[src/design/mstb_pkg.sv]
// Shared types, constants and state encoding for the move sequence trie book.
package mstb_pkg;

  localparam int NODES     = 16384;
  localparam int MOVE_BITS = 16;

  // Port widths fixed by the interface.
  localparam int MOVE_W  = 16;
  localparam int NUSED_W = 15;

  // A pointer can hold every node index plus the null value NODES.
  localparam int PTR_W  = $clog2(NODES + 1);
  localparam int ADDR_W = $clog2(NODES);
  localparam int MV_W   = MOVE_BITS;

  typedef logic [PTR_W-1:0] ptr_t;
  typedef logic [MV_W-1:0]  mv_t;

  localparam ptr_t NIL_PTR  = PTR_W'(NODES);
  localparam ptr_t ROOT_PTR = '0;

  typedef struct packed {
    mv_t  mv;
    ptr_t child;
    ptr_t sib;
  } node_t;

  localparam int NODE_W = $bits(node_t);

  localparam node_t EMPTY_NODE = '{mv: '0, child: NIL_PTR, sib: NIL_PTR};

  // Flags from the shared node compare unit.
  typedef struct packed {
    logic empty;
    logic match;
    logic sib_nil;
    logic child_nil;
  } cmp_t;

  localparam logic REQ_INSERT = 1'b0;
  localparam logic REQ_SEARCH = 1'b1;

  typedef enum logic [3:0] {
    S_INIT,
    S_IDLE,
    S_ISTART,
    S_IWALK,
    S_IDECIDE,
    S_IW_SIB,
    S_IW_CHILD,
    S_ERD,
    S_ECHK,
    S_EPAR,
    S_ECLR,
    S_OPEN,
    S_SWALK,
    S_SREPLY,
    S_DONE
  } state_t;

endpackage

[src/design/mstb_node_cmp.sv]
// Shared compare unit: checks one node read from the store against the key.
module mstb_node_cmp import mstb_pkg::*; (
  input  node_t node,
  input  mv_t   key,
  output cmp_t  flags
);

  always_comb begin
    flags.empty     = (node.mv == '0);
    flags.match     = (node.mv == key);
    flags.sib_nil   = (node.sib >= NIL_PTR);
    flags.child_nil = (node.child >= NIL_PTR);
  end

endmodule
[config.mk]
export PLATFORM = sky130hd
export DESIGN_NAME = mstb_node_cmp
export DESIGN_NICKNAME = d
export VERILOG_FILES = /design/src/design/mstb_pkg.sv /design/src/design/mstb_node_cmp.sv
export SDC_FILE = /design/constraint.sdc
export NUM_CORES = 1
export LEC_CHECK = 0
export BUFFER_PORTS_ARGS = -buffer_cell sky130_fd_sc_hd__buf_2
export CAP_MARGIN = 20
export CELL_PAD_IN_SITES_DETAIL_PLACEMENT = 0
export CELL_PAD_IN_SITES_GLOBAL_PLACEMENT = 2
export CORE_MARGIN = 1
export CORE_UTILIZATION = 10
export DETAILED_ROUTE_END_ITERATION = 16
export GPL_ROUTABILITY_DRIVEN = 0
export PLACE_DENSITY = 0.95
export SLEW_MARGIN = 40
export SYNTH_ARGS = -nofsm -noshare
export SYNTH_HDL_FRONTEND = slang
export SYNTH_SLANG_ARGS = --single-unit
export TNS_END_PERCENT = 100
[constraint.sdc]
create_clock -name vclk -period 1.63
set_clock_uncertainty 0.2 [all_clocks]
set_input_delay 0.326 -clock vclk [all_inputs]
set_output_delay 0.326 -clock vclk [all_outputs]
set_load 0.01 [all_outputs]
==> results of run 1 <==
[where the power goes]
part	internal, uW	leakage (uW)	total, uW	switching, uW
Sequential	0	0	0	0
Combinational	98.5	0.000280	153	54.2
Clock	0	0	0	0
[per-stage QoR]
stage	hold slack [ns]	total power, uW	std cells
after floorplan	0.554	43.2	28
after global placement	0.452	94.8	87
after detailed placement	0.452	96.5	87
after CTS	0.452	137	87
after global routing	0.452	164	87
final	0.452	153	87
[critical path, cell delays in order]
cell and delay, ns:
buf_6 0.09, xnor2_2 0.14, nand4_1 0.13, nor4_2 0.26
buf_2 0.17
[layout make-up]
class	count	area [um^2]
fill	233	1380
multi-input combinational	26	329
tap	27	33.8
timing repair buffer	34	264
[repair_timing]
action | in CTS | in global routing
pin swaps | 13 | 4
setup endpoints to repair | 1 | 2
gates resized for setup | 24 | 8
endpoints found under the hold margin | 0 | 0
[cell usage in the layout, fill, tap and decap left out]
cell	instances
nand4_1	4
nor4_4	1
and4_1	1
xnor2_2	12
xnor2_1	4
nor4_2	3
buf_6	15
nor4_1	1
buf_2	19
[routing by layer]
layer	routed length (um)	share of wire (%)	track usage, %
met5	0	0	0
met4	0	0	0.490
met3	60	6.3	0.623
met2	550	58	18.1
met1	345	36	8.66
[cell families (layout without fill, tap and decap cells)]
logic type	Yosys count	in the layout	synth area share (%)
buffers and inverters	2	34	3.43
XOR/XNOR	16	16	64.0
AND/OR/NAND/NOR	10	10	32.6
[final timing paths]
kind,start,slack [ns],end
setup / recovery,key[5],-0.01,flags[2]
hold / removal,node[29],0.45,flags[0]
==> flow_summary.yaml, run 1 <==
outcome:
  outcome: "finished with violations"
  violations: "setup timing"
route:
  wl_per_cell_um: 11.0
  vias_per_cell: 3.79
  ant_nets: 0
  first_pass_iters: 1
  drtIter0Drc: 0
  drc: 0
  routed_wl_um: 956
  vias: 330
timing:
  finalHoldViolCount: 0
  fmax_ghz: 0.608
  fin_crit_sh_pct: 101
  worstMarginPinSlew_ns: 0.219
  tns_ns: -0.0147
  slew_headroom_pct: 85.3
  maxSlewViolCount: 0
  setup_ws_ns: -0.0147
  rsz0062_at_grt: "yes"
  finalSetupViolCount: 1
  fin_crit_ns: 1.64
grt:
  antenna_found_initial: 0
  grt_pass1_vias: 386
  grt_util_all_layers_pct: 8.30
  grt_max_degree: 3
  grt_pass1_wl_um: 1570
  gr-total-overflow: 0
clocking:
  postCtsSetupRepairBufs: 0
  cts.hold.buffers_added: 0
synth:
  synth_most_common_cell: "xnor2_1"
  yosys-top-cells-area: "xnor2_1, nand4_1, nor4_1"
  synth_common_cells: "xnor2_1, nand4_1, nor4_1, clkbuf_1"
  synth.avg_cell_area_um2: 7.82
  synth_cells: 28
  ys_warn_count: 0
  netlist.area_leader.share_pct: 64.0
  synth_top_area_cell: "xnor2_1"
  seq_area_frac_synth_pct: 0
  netlist_area_um2: 219
  synthDistinctLibCells: 6
  syn-num-nets: 90
finish:
  fin_area_um2: 627
  postLayoutCoreUtil_pct: 31.3
  synthToLayoutAreaGrowth_pct: 186
  register_area_um2: 0
  num-nets-final: 124
  drive_gt1_share_pct: 83.3
  seq_cells: 0
  diodes: 0
  n_clock_buffer: 0
critical_path:
  crit_required_ns: 1.10
  cp-end-kind: "output port"
  crit_fanout: 1
  cp.arrival_ns: 1.12
  worstSetupPathType: "in2out"
  critPathLaunchType: "input port"
placed_design:
  placed_area_um2: 415
  io_buffers: 34
  dp_worst_setup_slack_ns: -0.0802
floorplan:
  ios: 66
  die_area_mm2: 0.00238
  rows: 16
  die_y_um: 48.8
  die_w_um: 48.8
  core_area_mm2: 0.00200
  start_util_pct: 10.9
flow_run:
  cap_violations: 0
hold_path:
  hold_path_depth: 0
  min_path_type: "in2out"
power_and_ir_drop:
  power.leakage_uw: 0.000280
  p_per_area_mw_per_mm2: 244
  max-vdd-ir-drop_v: 0.0000763
(Power assumes the default switching activity.)
==> run 2, diff against run 1 <==
--- a/config.mk
+++ b/config.mk
@@ -13,7 +13,7 @@
 export CORE_UTILIZATION = 10
 export DETAILED_ROUTE_END_ITERATION = 16
 export GPL_ROUTABILITY_DRIVEN = 0
-export PLACE_DENSITY = 0.95
+export PLACE_DENSITY_LB_ADDON = 0.3
 export SLEW_MARGIN = 40
 export SYNTH_ARGS = -nofsm -noshare
 export SYNTH_HDL_FRONTEND = slang
==> run 2 against run 1 <==
  * The run still ends with setup timing left
  * Via count rose by 2.4%
  * Final area rose by 4.0%
  * Die area did not move
  * Clock-buffer cell count did not move
  * Non-clock buffer count rose by 3
==> flow_summary.yaml, run 2 (synthesis results as in run 1) <==
power_and_ir_drop:
  power.leakage_uw: 0.000288
  max-vdd-ir-drop_v: 0.0000614
  p_per_area_mw_per_mm2: 239
finish:
  layout_common_cells: "buf_2, buf_6, xnor2_2"
  num-nets-final: 127
  synthToLayoutAreaGrowth_pct: 198
  seq_cells: 0
  diodes: 0
  fillers: 219
  register_area_um2: 0
  drive_gt1_share_pct: 82.5
  multi_input_area_um2: 320
  final_common_cell: "buf_2"
  n_clock_buffer: 0
  fin_cells: 90
floorplan:
  core_area_mm2: 0.00200
  die_y_um: 48.8
  rows: 16
  die_w_um: 48.8
  start_util_pct: 10.9
  die_area_mm2: 0.00238
  ios: 66
timing:
  tns_ns: -0.0212
  rsz0062_at_grt: "yes"
  hold_slack_ns: 0.452
  finalHoldViolCount: 0
  finalSetupViolCount: 1
  fin_crit_sh_pct: 101
  worstMarginPinSlew_ns: 0.234
  fin_crit_ns: 1.65
  setup_ws_ns: -0.0212
  maxSlewViolCount: 0
  fmax_ghz: 0.606
  slew_headroom_pct: 84.3
placed_design:
  placedCellCount: 90
  hpwl_um: 775
  io_buffers: 34
critical_path:
  cp.arrival_ns: 1.13
  crit_chain: "buf_2 > xnor2_1 > nand4_1 > nor4_2 > buf_2"
  cpMostUsedCell: "buf_2"
  crit_fanout: 1
  cp_top_family: "simple AND/OR/NAND/NOR gates"
  cp-end-kind: "output port"
  critPathLaunchType: "input port"
  worstSetupPathType: "in2out"
  crit_required_ns: 1.10
  slowest_stage: "nor4_2"
  critPathBufInv: 2
  cp_slowest_stage_delay_ns: 0.25
grt:
  grt.met2_usage_pct: 13.7
  grt_pass1_vias: 314
  antenna_found_initial: 0
  gr-total-overflow: 0
  grt_max_degree: 3
  top_usage_layer: "met2"
  grt_pass1_wl_um: 1440
  grt_util_all_layers_pct: 7.45
  use_met1_pct: 9.59
  grtUsageMet3_pct: 1.25
outcome:
  outcome: "finished with violations"
  violations: "setup timing"
route:
  routed_wl_um: 893
  ant_nets: 0
  wl_per_cell_um: 9.92
  drtIter0Drc: 0
  vias_per_cell: 3.76
  vias: 338
  drc: 0
  first_pass_iters: 1
hold_path:
  min_path_type: "in2out"
  hold_end: "flags[0]"
  hold_start: "node[29]"
  hold_path_depth: 0
flow_run:
  cap_violations: 0
clocking:
  postCtsSetupRepairBufs: 0
## run 2: changes by cell type in the layout (fill, tap and decap cells not counted), sizes merged
cell / delta
buf: +3
## run 2: cell type report
type	instances	share of cell area (%)
Timing Repair Buffer	37	45.7
Tap cell	27	5.18
Multi-Input combinational cell	26	49.1
## run 2: how the worst max path moves through the flow
stage / end / startpoint / depth (start not counted) / slack (ns)
global placement: flags[2] / node[35] / 5 / -0.07
detailed placement: flags[2] / node[35] / 5 / -0.1
floorplan: flags[2] / node[35] / 3 / 0.16
global route: flags[2] / node[40] / 5 / -0.13
CTS: flags[2] / key[13] / 5 / -0.02
finish: flags[2] / key[15] / 5 / -0.02
## run 2: routing by layer
layer  vias to the layer above  part of all wire, %
li1                        172                    -
met1                       145                   40
met2                        21                   49
met3                         0                   11
met4                         0                    0
met5                         -                    0
## run 2: what timing repair did
| item | CTS | global route |
|---|---|---|
| gates resized for setup | 19 | 18 |
| endpoints found under the setup margin | 2 | 2 |
| hold buffers | 0 | 0 |
| pin swaps | 15 | 8 |
| endpoints found under the hold margin | 0 | 0 |
## run 2: report_power, final
part | switching, uW | internal, uW
combinational | 53.1 | 103
sequential | 0 | 0
clock | 0 | 0
total | 53.1 | 103
## run 2: stage by stage
step | util (%) | cell area [um^2] | power, uW | setup WS (ns)
detailed placement | 21.9 | 438 | 100 | -0.0998
finish | 32.6 | 652 | 156 | -0.0212
global placement | 21.9 | 438 | 100 | -0.0748
global route | 32.6 | 652 | 168 | -0.127
floorplan | - | 219 | 43.2 | 0.164
CTS | 27.7 | 554 | 131 | -0.0224
