[src/design/mstb_ram.sv]
// Generic single-write, single-read RAM with a registered read port.
module mstb_ram #(
  parameter int WIDTH = 8,
  parameter int DEPTH = 16
) (
  input  logic                     clk,
  input  logic                     wr_en,
  input  logic [$clog2(DEPTH)-1:0] wr_addr,
  input  logic [WIDTH-1:0]         wr_data,
  input  logic [$clog2(DEPTH)-1:0] rd_addr,
  output logic [WIDTH-1:0]         rd_data
);

  logic [WIDTH-1:0] mem [DEPTH];

  always_ff @(posedge clk) begin
    if (wr_en) begin
      mem[wr_addr] <= wr_data;
    end
    rd_data <= mem[rd_addr];
  end

endmodule

[config.mk]
export PLATFORM = sky130hd
export DESIGN_NAME = mstb_ram
export DESIGN_NICKNAME = d
export VERILOG_FILES = /design/src/design/mstb_ram.sv
export SDC_FILE = /design/constraint.sdc
export NUM_CORES = 1
export LEC_CHECK = 0
export BUFFER_PORTS_ARGS = -buffer_cell sky130_fd_sc_hd__buf_2
export CAP_MARGIN = 10
export CORE_MARGIN = 3
export CORE_UTILIZATION = 60
export DETAILED_ROUTE_END_ITERATION = 8
export PLACE_DENSITY = 0.78
export SETUP_SLACK_MARGIN = 0.05
export SLEW_MARGIN = 20
export SYNTH_ARGS = -nofsm -noshare
export SYNTH_HDL_FRONTEND = slang
export SYNTH_SLANG_ARGS = --single-unit
[constraint.sdc]
create_clock -name clk -period 2 [get_ports clk]
set_clock_uncertainty 0.05 [all_clocks]
set_input_delay 0.3 -clock clk [delete_from_list [all_inputs] [get_ports clk]]
set_output_delay 0.3 -clock clk [all_outputs]
set_load 0.03 [all_outputs]
==> run metrics, run 1 <==
Site Rows=33; Final Cell Area=6123 µm²; Slew @ Worst Pin=around 0.40 ns; sequential share of the synthesized area=77.78%; mean routed wirelength per cell=24.28 µm; core area=8258 µm²; pre-CTS setup slack=0.1861 ns; top post-synthesis cells by area=edfxtp_1 75%, mux4_2 7.9%, mux4_1 7.1%, dfxtp_1 3.1%, a22oi_1 2.3%; DRT Pass-1 Iters=4; CP Data Arrival Time=1.79 ns; top_reg_cell synth=edfxtp_1; Synth area leader=edfxtp_1; CP max FO=1; P&R area growth vs syn=18.96%; ANT nets after route=0; Clk Latency, worst-skew pair=roughly 0.51 ns; Lkg Pwr=2.104 nW; slew margin rel.=73.60%; first-pass GRT wire length=between 15000 and 20000 µm; # hold bufs at CTS=0; antenna violations before repair=0; Setup Fix Bufs, Post-CTS=0; hold depth=1; vias per cell=6.158; syn nets=roughly 250; Remaining DRCs=0; Final min period=1.453 ns; XOR/XNOR Fraction of Synth Area=0%; Synth Area in Compound Gates=2.333%; Synth cell types=19; WS Path Type=flop to flop; EDFF count, synth=128; GR Util met2=34.89%; # setup viols final=0; Synth Area in Adders=0%; CTS resizes=0; Clock transition at path regs=0.06 ns; HPWL after DPL=6178 µm; Cells after Synth=229; GRT Util Overall=approximately 22%; post-synthesis mux area share=between 10% and 20%; Synth Area in Simple Gates=3.184%; Synth Register Bits=136; gpl congestion=about 0.8; Initial Utilization=62.33%; met1 Usage GRT=30.85%; # port buffers=25; commonest cells after routing, fill and taps aside=128 x edfxtp_1, 25 x buf_2, 23 x buf_4; min-delay worst type=input port to flop; number of global-route vias before repair=2593; area of the mapped netlist=5147 µm²; max-cap violation count=0; commonest non-fill, non-tap cell in the layout=edfxtp_1; RSZ-0062 raised after global routing=false; asr flop ratio synth=0%; Power Density=1076 nW/µm²; largest net degree at the start of global routing=33; Die X=98.63 µm; Reg2Reg Depth=3; Ports=26; CTS tree=done; FMAX=a little under 700 MHz; Diodes inserted=0; Syn Area/Cell=about 22 µm²; Hold Vio Cnt, Final=0; Area after DPL=between 5000 and 6000 µm²; routed vias=2500; total CTS buffers=17; Ys Warns=0; Final Cycle Share=between 70% and 80%; final worst setup slack=approximately 0.55 ns; CP Capture Type=flop; Die Area=9727 µm²; Starting DRT DRC Count=215; layout cell share with drive strength beyond 1=around a third; fin. max-slew vios=0; final WL=9858 µm; main combinational cell family by area after synthesis=multiplexers; CTS Sinks=136; clk root buf=clkbuf_8; Req. time, crit path=approximately 2.3 ns; # H-tree levels=4; status=complete, no violations; GRT Residual Overflow=0; setup TNS=0 ns; fillers=approximately 450; VDD IR max=0.6256 mV; GRT busiest layer=met2; Longest Clk Path Bufs=2; Final #Nets=306; met3 Usage GRT=6.086%; r2r setup slk=roughly 0.55 ns; Worst setup SP type=flop; die height=98.63 µm; post-synth top area share=74.67%
report_power, final:
group          internal (W)  switching, W  leakage (nW)  total [W]
Sequential          0.00319     0.0000204          1.22    0.00321
Combinational      0.000133      0.000201         0.612   0.000334
Clock               0.00190       0.00115         0.268    0.00305
per-stage QoR:
stage	std cells	util [%]	hold WS, ns	total power [W]
final	406	74.15	0.1168	0.006588
after global routing	406	74.15	0.1122	0.006774
after CTS	406	74.15	0.1017	0.006630
after detailed placement	374	66.97	0.6132	0.003599
after global placement	374	66.97	0.5997	0.003584
after floorplan	229	-	0.3489	0.003459
critical path: stages (launching register included):
cell and delay, ns:
edfxtp_1 0.37, mux4_1 0.51, a22oi_1 0.29, nand2_1 0.11
flip-flops by register name, indices dropped and copies added, names as in the netlist:
| name | flops |
|---|---|
| mem | 128 |
| rd_data | 8 |
worst paths after layout:
check / startpoint / end
max: mem[2][5]$_DFFE_PP_ / rd_data[5]$_DFF_P_
max reg2reg: mem[2][5]$_DFFE_PP_ / rd_data[5]$_DFF_P_
min reg2reg: mem[14][2]$_DFFE_PP_ / rd_data[2]$_DFF_P_
min: wr_data[3] / mem[9][3]$_DFFE_PP_
area by class of cell:
type	instances	area [µm²]	share of cell area [%]
tap	105	131.4	2.145
clock inverter	15	178.9	2.922
sequential	136	4004	65.39
clock buffer	17	414.1	6.763
timing repair buffer	50	337.8	5.517
multi-input combinational	83	1057	17.27
synthesized netlist by cell type, drive strengths merged (2+ instances only):
cell type	instances
buf	7
nand3b	2
nand2b	2
a22oi	16
nand2	9
clkdlybuf4s25	3
nor2	13
dfxtp	8
edfxtp	128
mux4	32
nor3	4
logic make-up (layout without fill, tap and decap cells):
kind of cell | count (synthesis) | in the layout
AO/OA/AOI/OAI | 16 | 16
multiplexers | 32 | 32
buffers and inverters | 10 | 82
flip-flops | 136 | 136
AND/OR/NAND/NOR | 35 | 35
metal layers:
layer  up-vias  part of all wire [%]
met5         -                     0
met4         0                   1.6
met3        19                   7.6
met2       129                    51
met1      1262                    40
li1       1090                     -
No activity file was read; power rests on OpenSTA's default activity.
==> run 2: changes to the inputs <==
--- a/config.mk
+++ b/config.mk
@@ -5,12 +5,13 @@
 export SDC_FILE = /design/constraint.sdc
 export NUM_CORES = 1
 export LEC_CHECK = 0
+export ABC_AREA = 1
 export BUFFER_PORTS_ARGS = -buffer_cell sky130_fd_sc_hd__buf_2
 export CAP_MARGIN = 10
 export CORE_MARGIN = 3
-export CORE_UTILIZATION = 60
+export CORE_UTILIZATION = 55
 export DETAILED_ROUTE_END_ITERATION = 8
-export PLACE_DENSITY = 0.78
+export PLACE_DENSITY = 0.75
 export SETUP_SLACK_MARGIN = 0.05
 export SLEW_MARGIN = 20
 export SYNTH_ARGS = -nofsm -noshare
==> constraint.sdc (replaced) <==
create_clock -name clk -period 1.15 [get_ports clk]
set_clock_uncertainty 0.05 [all_clocks]
set_input_delay 0.1725 -clock clk [delete_from_list [all_inputs] [get_ports clk]]
set_output_delay 0.1725 -clock clk [all_outputs]
set_load 0.03 [all_outputs]
==> run metrics, run 2 <==
total power=roughly 0.012 W; syn nets=about 570; asr flop ratio synth=0%; Diodes inserted=0; Final #Nets=approximately 620; CP max FO=1; CTS Sinks=136; RSZ-0062 raised after global routing=true; EDFF count, synth=128; buffers and inverters on the worst path=1; CP Data Arrival Time=~1.0 ns; FMAX=814.6 MHz; final worst setup slack=-0.07760 ns; Clk Latency, worst-skew pair=approximately 0.53 ns; Logic pwr share=under 10%; Starting DRT DRC Count=406; post-synth top area share=66.65%; Cells after Synth=551; HPWL after DPL=8190 µm; Final Cell Area=7000 µm²; top post-synthesis cells by count=173 x nand2_1, 128 x edfxtp_1, 100 x inv_1; ANT nets after route=0; core area=10000 µm²; WS Path Type=flop to output port; CTS tree=done; # port buffers=25; Ports=26; Site Rows=36; VDD IR max=1.325 mV; Slew @ Worst Pin=a little under 0.4 ns; largest registers=mem: 128 flops, rd_data: 8 flops; Hold Vio Cnt, Final=0; highest-delay cell along the critical path=dfxtp_2; Lkg Pwr=3.064 nW; # setup viols final=8; total CTS buffers=17; fin. max-slew vios=0; Crit path largest cell delay=0.35 ns; status=finished, violations left; Setup Fix Bufs, Post-CTS=0; Top delay family on crit path=flip-flops; number of global-route vias before repair=4018; Area after DPL=about 6200 µm²; top post-synthesis cells by area=edfxtp_1 67%, nand2_1 11%, nand3_1 8.4%, inv_1 6.5%, dfxtp_1 2.8%; max-cap violation count=0; cell-internal power=0.009751 W; Clock transition at path regs=0.06 ns; routed vias=4079; Die X=~110 µm; Initial Utilization=between 50% and 60%; P&R area growth vs syn=21.39%; largest net degree at the start of global routing=49; Reg power frac=45.2%; Die Area=11750 µm²; Remaining DRCs=0; vias per cell=between 5 and 6; failing checks=setup timing; GRT Residual Overflow=0; commonest cells after routing, fill and taps aside=172 x nand2_1, 128 x edfxtp_1, 100 x inv_1; antenna violations before repair=0; Synth area leader=edfxtp_1; largest reg by FF count=mem; Synth Register Bits=around 140; Synth cell types=12; fin util=a little over two thirds; first-pass GRT wire length=roughly 22000 µm; P_sw=0.002608 W; Longest Clk Path Bufs=2; CP Capture Type=output port; top_reg_cell synth=edfxtp_1; Critical Path, Cell by Cell=buf_6; mean routed wirelength per cell=18.19 µm; Largest register FFs=roughly 130; Power Density=roughly 1800 nW/µm²; count leader, synth=nand2_1; sequential share of the synthesized area=69.43%; min-delay worst type=input port to flop; Clk pwr share=between 40% and 50%; DRT Pass-1 Iters=5; GRT Util Overall=around a quarter; clk root buf=clkbuf_8; # H-tree levels=4; commonest non-fill, non-tap cell in the layout=nand2_1; Final min period=1.228 ns; area of the mapped netlist=roughly 5800 µm²; layout cell share with drive strength beyond 1=between 10% and 20%; final WL=13630 µm; Sw Ratio=21.10%; gpl congestion=approximately 0.85; Worst setup SP type=flop; Final Cycle Share=106.7%; Req. time, crit path=0.93 ns; slew margin rel.=73.86%; die height=108.4 µm; Ys Warns=0; Syn Area/Cell=10.47 µm²
run 2: final cells by class:
class / count / area, µm²
Clock buffer: 21 / 459.2
Clock inverter: 11 / 193.9
Fill cell: 680 / 2999
Inverter: 102 / 382.9
Multi-Input combinational cell: 289 / 1314
Sequential cell: 136 / 4014
Tap cell: 133 / 166.4
Timing Repair Buffer: 57 / 470.5
run 2: per-stage QoR:
step / cells / hold slack, ns / setup slack, ns / setup TNS [ns]
2_1_floorplan: 551 / 0.2214 / -0.02334 / -1.896
6_report: 749 / 0.02523 / -0.07760 / -0.4173
4_1_cts: 749 / 0.01590 / -0.09724 / -0.5608
3_5_place_dp: 715 / 0.5479 / -0.1444 / -7.455
5_1_grt: 749 / 0.03198 / -0.1118 / -0.6706
3_3_place_gp: 715 / 0.5333 / -0.1078 / -3.326
run 2: power by group through the flow:
stage                     Sequential [W]  Combinational, W  Clock (W)
after detailed placement         0.00568          0.000771          0
final                            0.00559          0.000861    0.00591
after CTS                        0.00559          0.000830    0.00593
after floorplan                  0.00574          0.000394          0
after global routing             0.00560          0.000937    0.00618
after global placement           0.00567          0.000751          0
run 2: metal layers:
metal,vias up,wire length (µm),GRT usage [%]
li1,1880,-,-
met5,-,0,0
met3,33,1228,6.687
met1,1934,5219,33.22
met2,232,6903,41.65
met4,0,277,9.288
run 2: worst paths after layout:
kind	startpoint	endpoint	slack, ns	depth (start not counted)
worst max-delay path	rd_data[6]$_DFF_P_	rd_data[6]	-0.08	1
worst max register to register	mem[3][7]$_DFFE_PP_	rd_data[7]$_DFF_P_	0.11	6
worst min-delay path	wr_data[1]	mem[1][1]$_DFFE_PP_	0.03	1
worst min register to register	mem[2][1]$_DFFE_PP_	rd_data[1]$_DFF_P_	0.63	6
run 2: what timing repair did:
action,in CTS,in global routing
hold buffers,2,0
gates resized for setup,25,17
pin swaps,0,1
endpoints found under the hold margin,22,0
setup endpoints to repair,9,16
run 2: kinds of logic after synthesis:
family                 synth area share, %
buffers and inverters                9.525
DFF                                  69.43
and+or+nand+nor                      21.05
